==> config.mk <==
export PLATFORM = sky130hd
export DESIGN_NAME = uart_ring_buffers_with_echo
export DESIGN_NICKNAME = d
export VERILOG_FILES = /design/src/rtl/urb_pkg.sv /design/src/rtl/urb_ram.sv /design/src/rtl/urb_front.sv /design/src/rtl/urb_back.sv /design/src/rtl/uart_ring_buffers_with_echo.sv
export SDC_FILE = /design/constraint.sdc
export NUM_CORES = 1
export LEC_CHECK = 0
export BUFFER_PORTS_ARGS = -buffer_cell sky130_fd_sc_hd__buf_2
export CAP_MARGIN = 40
export CORE_ASPECT_RATIO = 1.1
export CORE_UTILIZATION = 44
export DETAILED_ROUTE_END_ITERATION = 10
export PLACE_DENSITY = 0.66
export REMOVE_ABC_BUFFERS = 1
export SETUP_SLACK_MARGIN = 0.1
export SLEW_MARGIN = 10
export SYNTH_ARGS = -nofsm -noshare
export SYNTH_HDL_FRONTEND = slang
export SYNTH_HIERARCHICAL = 1
export SYNTH_SLANG_ARGS = --single-unit
export TNS_END_PERCENT = 5
==> constraint.sdc <==
create_clock -name clk -period 5.2 [get_ports clk]
set_input_delay 0.52 -clock clk [delete_from_list [all_inputs] [get_ports clk]]
set_output_delay 0.52 -clock clk [all_outputs]
set_load 0.005 [all_outputs]
==> src/rtl/urb_pkg.sv <==
// Shared types and codes for the UART ring buffers with loopback echo.
`timescale 1ns / 1ps

package urb_pkg;

  // Event codes as they arrive in the kind field.
  localparam logic [2:0] KIND_SEND  = 3'd0;
  localparam logic [2:0] KIND_READ  = 3'd1;
  localparam logic [2:0] KIND_LINE  = 3'd2;
  localparam logic [2:0] KIND_TXRDY = 3'd3;
  localparam logic [2:0] KIND_CLEAR = 3'd4;

  // Configuration register indexes.
  localparam int unsigned CFG_IDX_W = 8;
  localparam int unsigned CFG_DATA_W = 8;
  localparam logic [CFG_IDX_W-1:0] CFG_LOOPBACK = 8'd0;
  localparam logic [CFG_IDX_W-1:0] CFG_NOTIFY   = 8'd1;

  localparam int unsigned QUEUE_DEPTH = 2;

  typedef enum logic [2:0] {
    OP_SEND,
    OP_READ,
    OP_LINE,
    OP_TXRDY,
    OP_CLEAR,
    OP_NONE
  } op_t;

  typedef struct packed {
    op_t        op;
    logic [7:0] data;
  } item_t;

  typedef struct packed {
    logic loopback_on;
    logic notify_on;
  } cfg_t;

  // Packed so that status sits in bit 0 and sending in bit 31.
  typedef struct packed {
    logic       sending;
    logic       data_available;
    logic       echo_dropped;
    logic       rx_dropped;
    logic [7:0] notify_byte;
    logic       notify_valid;
    logic [7:0] line_out_byte;
    logic       line_out_valid;
    logic [7:0] read_data;
    logic       read_valid;
    logic       status;
  } res_t;

  typedef enum logic {
    BK_EXEC,
    BK_FILL
  } back_state_t;

endpackage

==> src/rtl/urb_ram.sv <==
// Generic single-write, single-read RAM with registered read data.
`timescale 1ns / 1ps

module urb_ram #(
  parameter int unsigned WIDTH = 8,
  parameter int unsigned DEPTH = 64
) (
  input  logic                     clk,
  input  logic                     we,
  input  logic [$clog2(DEPTH)-1:0] waddr,
  input  logic [WIDTH-1:0]         wdata,
  input  logic                     re,
  input  logic [$clog2(DEPTH)-1:0] raddr,
  output logic [WIDTH-1:0]         rdata
);

  logic [WIDTH-1:0] mem [DEPTH];

  always_ff @(posedge clk) begin
    if (we) begin
      mem[waddr] <= wdata;
    end
    if (re) begin
      rdata <= mem[raddr];
    end
  end

endmodule

==> src/rtl/urb_front.sv <==
// Front end: accepts event words, classifies the kind and queues them.
`timescale 1ns / 1ps

module urb_front (
  input  logic          clk,
  input  logic          rst,
  input  logic          in_valid,
  output logic          in_ready,
  input  logic [2:0]    in_kind,
  input  logic [7:0]    in_data,
  output logic          q_valid,
  output urb_pkg::item_t q_item,
  input  logic          q_pop
);

  localparam int unsigned QPW = $clog2(urb_pkg::QUEUE_DEPTH);
  localparam int unsigned QCW = $clog2(urb_pkg::QUEUE_DEPTH + 1);

  urb_pkg::item_t slots [urb_pkg::QUEUE_DEPTH];
  logic [QPW-1:0] wr_ptr;
  logic [QPW-1:0] rd_ptr;
  logic [QCW-1:0] count;
  urb_pkg::item_t in_item;
  logic           push;

  always_comb begin
    in_item.data = in_data;
    unique case (in_kind)
      urb_pkg::KIND_SEND:  in_item.op = urb_pkg::OP_SEND;
      urb_pkg::KIND_READ:  in_item.op = urb_pkg::OP_READ;
      urb_pkg::KIND_LINE:  in_item.op = urb_pkg::OP_LINE;
      urb_pkg::KIND_TXRDY: in_item.op = urb_pkg::OP_TXRDY;
      urb_pkg::KIND_CLEAR: in_item.op = urb_pkg::OP_CLEAR;
      default:             in_item.op = urb_pkg::OP_NONE;
    endcase
  end

  assign in_ready = (count != QCW'(urb_pkg::QUEUE_DEPTH));
  assign push     = in_valid && in_ready;
  assign q_valid  = (count != '0);
  assign q_item   = slots[rd_ptr];

  always_ff @(posedge clk) begin
    if (push) begin
      slots[wr_ptr] <= in_item;
    end
  end

  always_ff @(posedge clk) begin
    if (rst) begin
      wr_ptr <= '0;
      rd_ptr <= '0;
      count  <= '0;
    end else begin
      if (push) begin
        wr_ptr <= (wr_ptr == QPW'(urb_pkg::QUEUE_DEPTH - 1)) ? '0 : wr_ptr + 1'b1;
      end
      if (q_pop) begin
        rd_ptr <= (rd_ptr == QPW'(urb_pkg::QUEUE_DEPTH - 1)) ? '0 : rd_ptr + 1'b1;
      end
      if (push && !q_pop) begin
        count <= count + 1'b1;
      end else if (q_pop && !push) begin
        count <= count - 1'b1;
      end
    end
  end

endmodule

==> src/rtl/urb_back.sv <==
// Back end: executes queued events on the receive and transmit rings.
`timescale 1ns / 1ps

module urb_back #(
  parameter int unsigned RX_DEPTH = 64,
  parameter int unsigned TX_DEPTH = 64
) (
  input  logic           clk,
  input  logic           rst,
  input  urb_pkg::cfg_t  cfg,
  input  logic           q_valid,
  input  urb_pkg::item_t q_item,
  output logic           q_pop,
  output logic           out_valid,
  input  logic           out_ready,
  output urb_pkg::res_t  out_res
);

  localparam int unsigned RX_AW = $clog2(RX_DEPTH);
  localparam int unsigned TX_AW = $clog2(TX_DEPTH);

  urb_pkg::back_state_t state, state_next;

  logic [RX_AW-1:0] rx_wp, rx_wp_next, rx_rp, rx_rp_next, rx_wp_inc, rx_rp_inc;
  logic [TX_AW-1:0] tx_wp, tx_wp_next, tx_rp, tx_rp_next, tx_wp_inc, tx_rp_inc;
  logic             busy, busy_next;

  logic             rx_we, rx_re, tx_we, tx_re;
  logic [7:0]       rx_rdata, tx_rdata;
  logic             go;
  logic             rx_full, tx_full, rx_empty, tx_empty;

  // Result parts known at execute time; read bytes are added at fill.
  logic       pend_status, pend_rd, pend_lo, pend_nv, pend_rxd, pend_ed;
  logic [7:0] pend_nb;
  logic       status_c, rd_c, lo_c, nv_c, rxd_c, ed_c;

  assign rx_wp_inc = (rx_wp == RX_AW'(RX_DEPTH - 1)) ? '0 : rx_wp + 1'b1;
  assign rx_rp_inc = (rx_rp == RX_AW'(RX_DEPTH - 1)) ? '0 : rx_rp + 1'b1;
  assign tx_wp_inc = (tx_wp == TX_AW'(TX_DEPTH - 1)) ? '0 : tx_wp + 1'b1;
  assign tx_rp_inc = (tx_rp == TX_AW'(TX_DEPTH - 1)) ? '0 : tx_rp + 1'b1;

  assign rx_full  = (rx_wp_inc == rx_rp);
  assign tx_full  = (tx_wp_inc == tx_rp);
  assign rx_empty = (rx_wp == rx_rp);
  assign tx_empty = (tx_wp == tx_rp);

  // The output slot is free in the fill cycle if it is empty or drains now.
  assign go = q_valid && (!out_valid || out_ready);

  always_comb begin
    state_next = state;
    unique case (state)
      urb_pkg::BK_EXEC: if (go) state_next = urb_pkg::BK_FILL;
      urb_pkg::BK_FILL: state_next = urb_pkg::BK_EXEC;
      default:          state_next = urb_pkg::BK_EXEC;
    endcase
  end

  always_comb begin
    q_pop      = 1'b0;
    rx_we      = 1'b0;
    rx_re      = 1'b0;
    tx_we      = 1'b0;
    tx_re      = 1'b0;
    rx_wp_next = rx_wp;
    rx_rp_next = rx_rp;
    tx_wp_next = tx_wp;
    tx_rp_next = tx_rp;
    busy_next  = busy;
    status_c   = 1'b0;
    rd_c       = 1'b0;
    lo_c       = 1'b0;
    nv_c       = 1'b0;
    rxd_c      = 1'b0;
    ed_c       = 1'b0;
    if (state == urb_pkg::BK_EXEC && go) begin
      q_pop = 1'b1;
      unique case (q_item.op)
        urb_pkg::OP_SEND: begin
          if (tx_full) begin
            status_c = 1'b1;
          end else begin
            tx_we      = 1'b1;
            tx_wp_next = tx_wp_inc;
            busy_next  = 1'b1;
          end
        end
        urb_pkg::OP_READ: begin
          if (!rx_empty) begin
            rd_c       = 1'b1;
            rx_re      = 1'b1;
            rx_rp_next = rx_rp_inc;
          end
        end
        urb_pkg::OP_LINE: begin
          if (rx_full) begin
            rxd_c = 1'b1;
          end else begin
            rx_we      = 1'b1;
            rx_wp_next = rx_wp_inc;
            nv_c       = cfg.notify_on;
            if (cfg.loopback_on) begin
              if (tx_full) begin
                ed_c = 1'b1;
              end else begin
                tx_we      = 1'b1;
                tx_wp_next = tx_wp_inc;
                busy_next  = 1'b1;
              end
            end
          end
        end
        urb_pkg::OP_TXRDY: begin
          if (!tx_empty) begin
            lo_c       = 1'b1;
            tx_re      = 1'b1;
            tx_rp_next = tx_rp_inc;
          end else begin
            busy_next = 1'b0;
          end
        end
        urb_pkg::OP_CLEAR: begin
          rx_wp_next = '0;
          rx_rp_next = '0;
          tx_wp_next = '0;
          tx_rp_next = '0;
          busy_next  = 1'b0;
        end
        default: begin
        end
      endcase
    end
  end

  urb_ram #(.WIDTH(8), .DEPTH(RX_DEPTH)) u_rx_ram (
    .clk   (clk),
    .we    (rx_we),
    .waddr (rx_wp),
    .wdata (q_item.data),
    .re    (rx_re),
    .raddr (rx_rp),
    .rdata (rx_rdata)
  );

  urb_ram #(.WIDTH(8), .DEPTH(TX_DEPTH)) u_tx_ram (
    .clk   (clk),
    .we    (tx_we),
    .waddr (tx_wp),
    .wdata (q_item.data),
    .re    (tx_re),
    .raddr (tx_rp),
    .rdata (tx_rdata)
  );

  always_ff @(posedge clk) begin
    if (rst) begin
      state     <= urb_pkg::BK_EXEC;
      rx_wp     <= '0;
      rx_rp     <= '0;
      tx_wp     <= '0;
      tx_rp     <= '0;
      busy      <= 1'b0;
      out_valid <= 1'b0;
    end else begin
      state <= state_next;
      rx_wp <= rx_wp_next;
      rx_rp <= rx_rp_next;
      tx_wp <= tx_wp_next;
      tx_rp <= tx_rp_next;
      busy  <= busy_next;
      if (state == urb_pkg::BK_FILL) begin
        out_valid <= 1'b1;
      end else if (out_valid && out_ready) begin
        out_valid <= 1'b0;
      end
    end
  end

  always_ff @(posedge clk) begin
    if (q_pop) begin
      pend_status <= status_c;
      pend_rd     <= rd_c;
      pend_lo     <= lo_c;
      pend_nv     <= nv_c;
      pend_nb     <= nv_c ? q_item.data : 8'd0;
      pend_rxd    <= rxd_c;
      pend_ed     <= ed_c;
    end
    // Pointers are already updated when the fill cycle runs.
    if (state == urb_pkg::BK_FILL) begin
      out_res.status         <= pend_status;
      out_res.read_valid     <= pend_rd;
      out_res.read_data      <= pend_rd ? rx_rdata : 8'd0;
      out_res.line_out_valid <= pend_lo;
      out_res.line_out_byte  <= pend_lo ? tx_rdata : 8'd0;
      out_res.notify_valid   <= pend_nv;
      out_res.notify_byte    <= pend_nb;
      out_res.rx_dropped     <= pend_rxd;
      out_res.echo_dropped   <= pend_ed;
      out_res.data_available <= !rx_empty;
      out_res.sending        <= busy;
    end
  end

endmodule

==> src/rtl/uart_ring_buffers_with_echo.sv <==
// Top level of the UART receive/transmit ring buffers with loopback echo.
`timescale 1ns / 1ps

// Channel   Direction  Signals                          Word
// s_axis    in         tvalid tready tdata[7:0] tuser   one event
// m_axis    out        tvalid tready tdata[31:0]        one result
// cfg       in         valid ready index[7:0] data[7:0] one register write
//
// Each event first updates the rings and issues the ring memory read in the
// exec state, then collects the registered read data in the fill state.
// A two-word event queue lets the input side run ahead of a stalled output.
// Reset clears pointers, busy, queue; loopback on, notify off; RAM kept.
// Configuration writes are taken in every cycle.

module uart_ring_buffers_with_echo #(
  parameter int unsigned RX_DEPTH = 64,
  parameter int unsigned TX_DEPTH = 64
) (
  input  logic                               clk,
  input  logic                               rst,
  input  logic                               s_axis_tvalid,
  output logic                               s_axis_tready,
  input  logic [7:0]                         s_axis_tdata,  // data_byte
  input  logic [2:0]                         s_axis_tuser,  // kind
  output logic                               m_axis_tvalid,
  input  logic                               m_axis_tready,
  // status, read_valid, read_data[8], line_out_valid, line_out_byte[8],
  // notify_valid, notify_byte[8], rx_dropped, echo_dropped,
  // data_available, sending
  output logic [31:0]                        m_axis_tdata,
  input  logic                               cfg_valid,
  output logic                               cfg_ready,
  input  logic [urb_pkg::CFG_IDX_W-1:0]      cfg_index,
  input  logic [urb_pkg::CFG_DATA_W-1:0]     cfg_data
);

  urb_pkg::cfg_t  cfg;
  logic           q_valid;
  urb_pkg::item_t q_item;
  logic           q_pop;
  urb_pkg::res_t  out_res;

  assign cfg_ready = 1'b1;

  always_ff @(posedge clk) begin
    if (rst) begin
      cfg.loopback_on <= 1'b1;
      cfg.notify_on   <= 1'b0;
    end else if (cfg_valid && cfg_ready) begin
      unique case (cfg_index)
        urb_pkg::CFG_LOOPBACK: cfg.loopback_on <= cfg_data[0];
        urb_pkg::CFG_NOTIFY:   cfg.notify_on   <= cfg_data[0];
        default: begin
        end
      endcase
    end
  end

  urb_front u_front (
    .clk      (clk),
    .rst      (rst),
    .in_valid (s_axis_tvalid),
    .in_ready (s_axis_tready),
    .in_kind  (s_axis_tuser),
    .in_data  (s_axis_tdata),
    .q_valid  (q_valid),
    .q_item   (q_item),
    .q_pop    (q_pop)
  );

  urb_back #(.RX_DEPTH(RX_DEPTH), .TX_DEPTH(TX_DEPTH)) u_back (
    .clk       (clk),
    .rst       (rst),
    .cfg       (cfg),
    .q_valid   (q_valid),
    .q_item    (q_item),
    .q_pop     (q_pop),
    .out_valid (m_axis_tvalid),
    .out_ready (m_axis_tready),
    .out_res   (out_res)
  );

  assign m_axis_tdata = out_res;

endmodule
==> results.cfg <==
[outcome]
status = finished clean

[route]
ant_nets = 0
firstDrtPassIters = 5
vias = 22940
post_drt_wl_per_cell_um = 24.96
totalWireLength_um = 98580
via_per_inst = 5.806
drc = 0
dr.first_iter.drc_count = 2213

[power_and_ir_drop]
power.total_mw = 21.72
power.density_nw_per_um2 = 422.4
p_leak_nw = 15.68
irDropWorstVdd_v = 0.0003472

[global_routing]
antenna_found_initial = 1
top_usage_layer = met2
gr-usage-met1 = 0.2531
grt_pass1_wl_um = 148000
gr-total-overflow = 0
gr-usage-met2 = 0.3223
track_usage = 0.1901
first_global_vias = 23470
grt_start_max_net_pins = 106
met3_usage = 0.03086

[timing]
relSlewSlack = 0.4215
worst_pin_slew_ns = 0.8645
setup_viol = 0
fin_setup_tns_ns = 0
fin_crit_sh = 0.8795
slew_viol_final = 0
fin_skew_ns = 0.02676
rsz0062_at_grt = no
fin_crit_ns = 4.573
finalWorstSetupSlack_ns = 0.6265
final_hold_viol_count = 0
clock.fmax_ghz = 0.2187

[cts]
insertion_delay_ns = 0.70
clock_sink_count = 1142
post_cts_resized = 0
htreeDepth = 3
root_buffer = clkbuf_16
cts_tree = done
clock_path_buffers = 3
clkTransAtPathRegs_ns = 0.06
cts_made_buffers = 112

[place]
port_buffers = 58
post-place-ws_ns = 0.7825
place.gp.congestion = 0.8112
place_hpwl_um = 60760

[final_layout]
drive_gt1_frac = 0.2556
nets = 2534
final_common_cell = edfxtp_1
seq_area_um2 = 33980
final_cell_mix = edfxtp_1, mux4_2, nor2_1
multiInputGateArea_um2 = 10520
nFillCells = 7939
insertedDiodeCount = 0
area_delta_synth_final_pct = 13.72

[yosys]
syn_area_um2 = 45210
synth_edf_count = 1108
synth_seq_cells = 1142
yosysUniqueCellTypes = 71
postSynthAreaPerCell_um2 = 19.65
syn_inst = 2301
yosysSeqAreaShare = 0.7510
synth_ff_type = edfxtp_1
async_flop_share = 0
ys.warnings.count = 6

[worst_setup_path]
cp.arrival_ns = 4.87
path_delay_family = simple AND/OR/NAND/NOR gates
cp_slowest_cell = nor2_1
start_kind = flip-flop
cp_num_buf_inv = 1
slowest_delay_ns = 0.79
worstPathCellList = ha_1 -> and3_1 -> and3_1 -> nor4_1 -> nor2_1 -> o21bai_2 -> inv_1 -> nor2b_1 -> nand2_1 -> nor2_1
cp_max_fo = 23
cp_data_required_time_ns = 5.50
critPathKind = reg2reg
crit_path_end_kind = flip-flop

[floorplan]
fp.dieH_um = 338.2
die_x_um = 307.6
start_util = 0.4467
design.core.area_um2 = 101200
row_count = 122
die_area_um2 = 104000
ios = 67

[run]
max-cap-violations = 0

[min_path]
hp-class = in2reg
[synth_stat cells (21+ instances only)]
master,n,area (um2)
nand2b_1,21,131.4
nand3_1,39,195.2
nor2b_1,36,225.2
buf_4,27,202.7
mux2i_1,49,490.5
dfxtp_1,34,680.7
mux2_2,27,304.0
a21oi_1,33,165.2
clkbuf_1,50,187.7
edfxtp_1,1108,33270
buf_2,29,145.1
and2_1,22,137.6
nor3_1,23,115.1
nor2_1,196,735.7
nand2_1,56,210.2
mux4_2,252,5675
[per-stage QoR]
stage / area (um2) / hold slack, ns / util / cells
floorplan: 44470 / 0.4003 / - / 2175
global route: 51410 / 0.007443 / 0.5080 / 3950
detailed placement: 47740 / 0.4054 / 0.4717 / 3743
finish: 51410 / 0.03859 / 0.5080 / 3950
global placement: 47570 / 0.4049 / 0.4701 / 3735
CTS: 51380 / 0.003494 / 0.5077 / 3949
[power breakdown]
part	switching [mW]	internal, mW
clock network	3.30	4.66
registers	0.142	11.2
logic	1.70	0.766
[path summary, 6_finish.rpt]
kind | start | endpoint | slack, ns | depth (start not counted)
hold reg to reg | u_back/pend_nb[1] | u_back/out_res[21] | 0.42 | 0
hold / removal | s_axis_tdata[7] | u_front/slots[1][7] | 0.04 | 1
setup / recovery | u_back/rx_wp[0] | u_back/u_rx_ram/mem[0][3] | 0.63 | 10
setup reg to reg | u_back/rx_wp[0] | u_back/u_rx_ram/mem[0][3] | 0.63 | 10
[logic make-up (layout without fill, tap and decap cells)]
| group | Yosys count | in the layout | share of synthesized area |
|---|---|---|---|
| AO/OA/AOI/OAI | 194 | 194 | 0.03105 |
| XOR/XNOR | 21 | 21 | 0.004068 |
| adder cells (fa/ha/maj) | 5 | 5 | 0.001384 |
| buffers and inverters | 135 | 420 | 0.01702 |
| flip-flops | 1142 | 1142 | 0.7510 |
| multiplexers | 338 | 338 | 0.1456 |
| other | 1 | 1 | 0.00008295 |
| AND/OR/NAND/NOR | 465 | 465 | 0.04974 |
[final cells by class]
type / instances / share of cell area
Sequential cell: 1142 / 0.6610
Inverter: 9 / 0.0006571
Clock inverter: 60 / 0.01348
Multi-Input combinational cell: 1024 / 0.2045
Timing Repair Buffer: 208 / 0.03037
Tap cell: 1364 / 0.03320
Clock buffer: 143 / 0.05678
[timing repair]
action                    4_1_cts  5_1_grt
hold endpoints to repair        5        0
setup buffers                   0        0
hold buffers                    3        0
[flip-flops by register name, summed over array words and instances (netlist names), 2 cells and up, named ones only]
signal and flops:
u_back/u_rx_ram/rdata 8, u_front/slots 22, u_back/tx_rp 6, u_back/u_rx_ram/mem 512, u_back/tx_wp 6, u_back/rx_rp 6, u_back/rx_wp 6, u_front/count 2
u_back/pend_nb 8, cfg 2, u_back/out_res 32, u_back/u_tx_ram/rdata 8, u_back/u_tx_ram/mem 512
[metal layers]
metal  up-vias  share of wire
li1       9823              -
met1     12070           0.40
met2       867           0.51
met3       169          0.064
met4         2          0.026
met5         -        0.00012
Power figures use the tool's default switching activity.
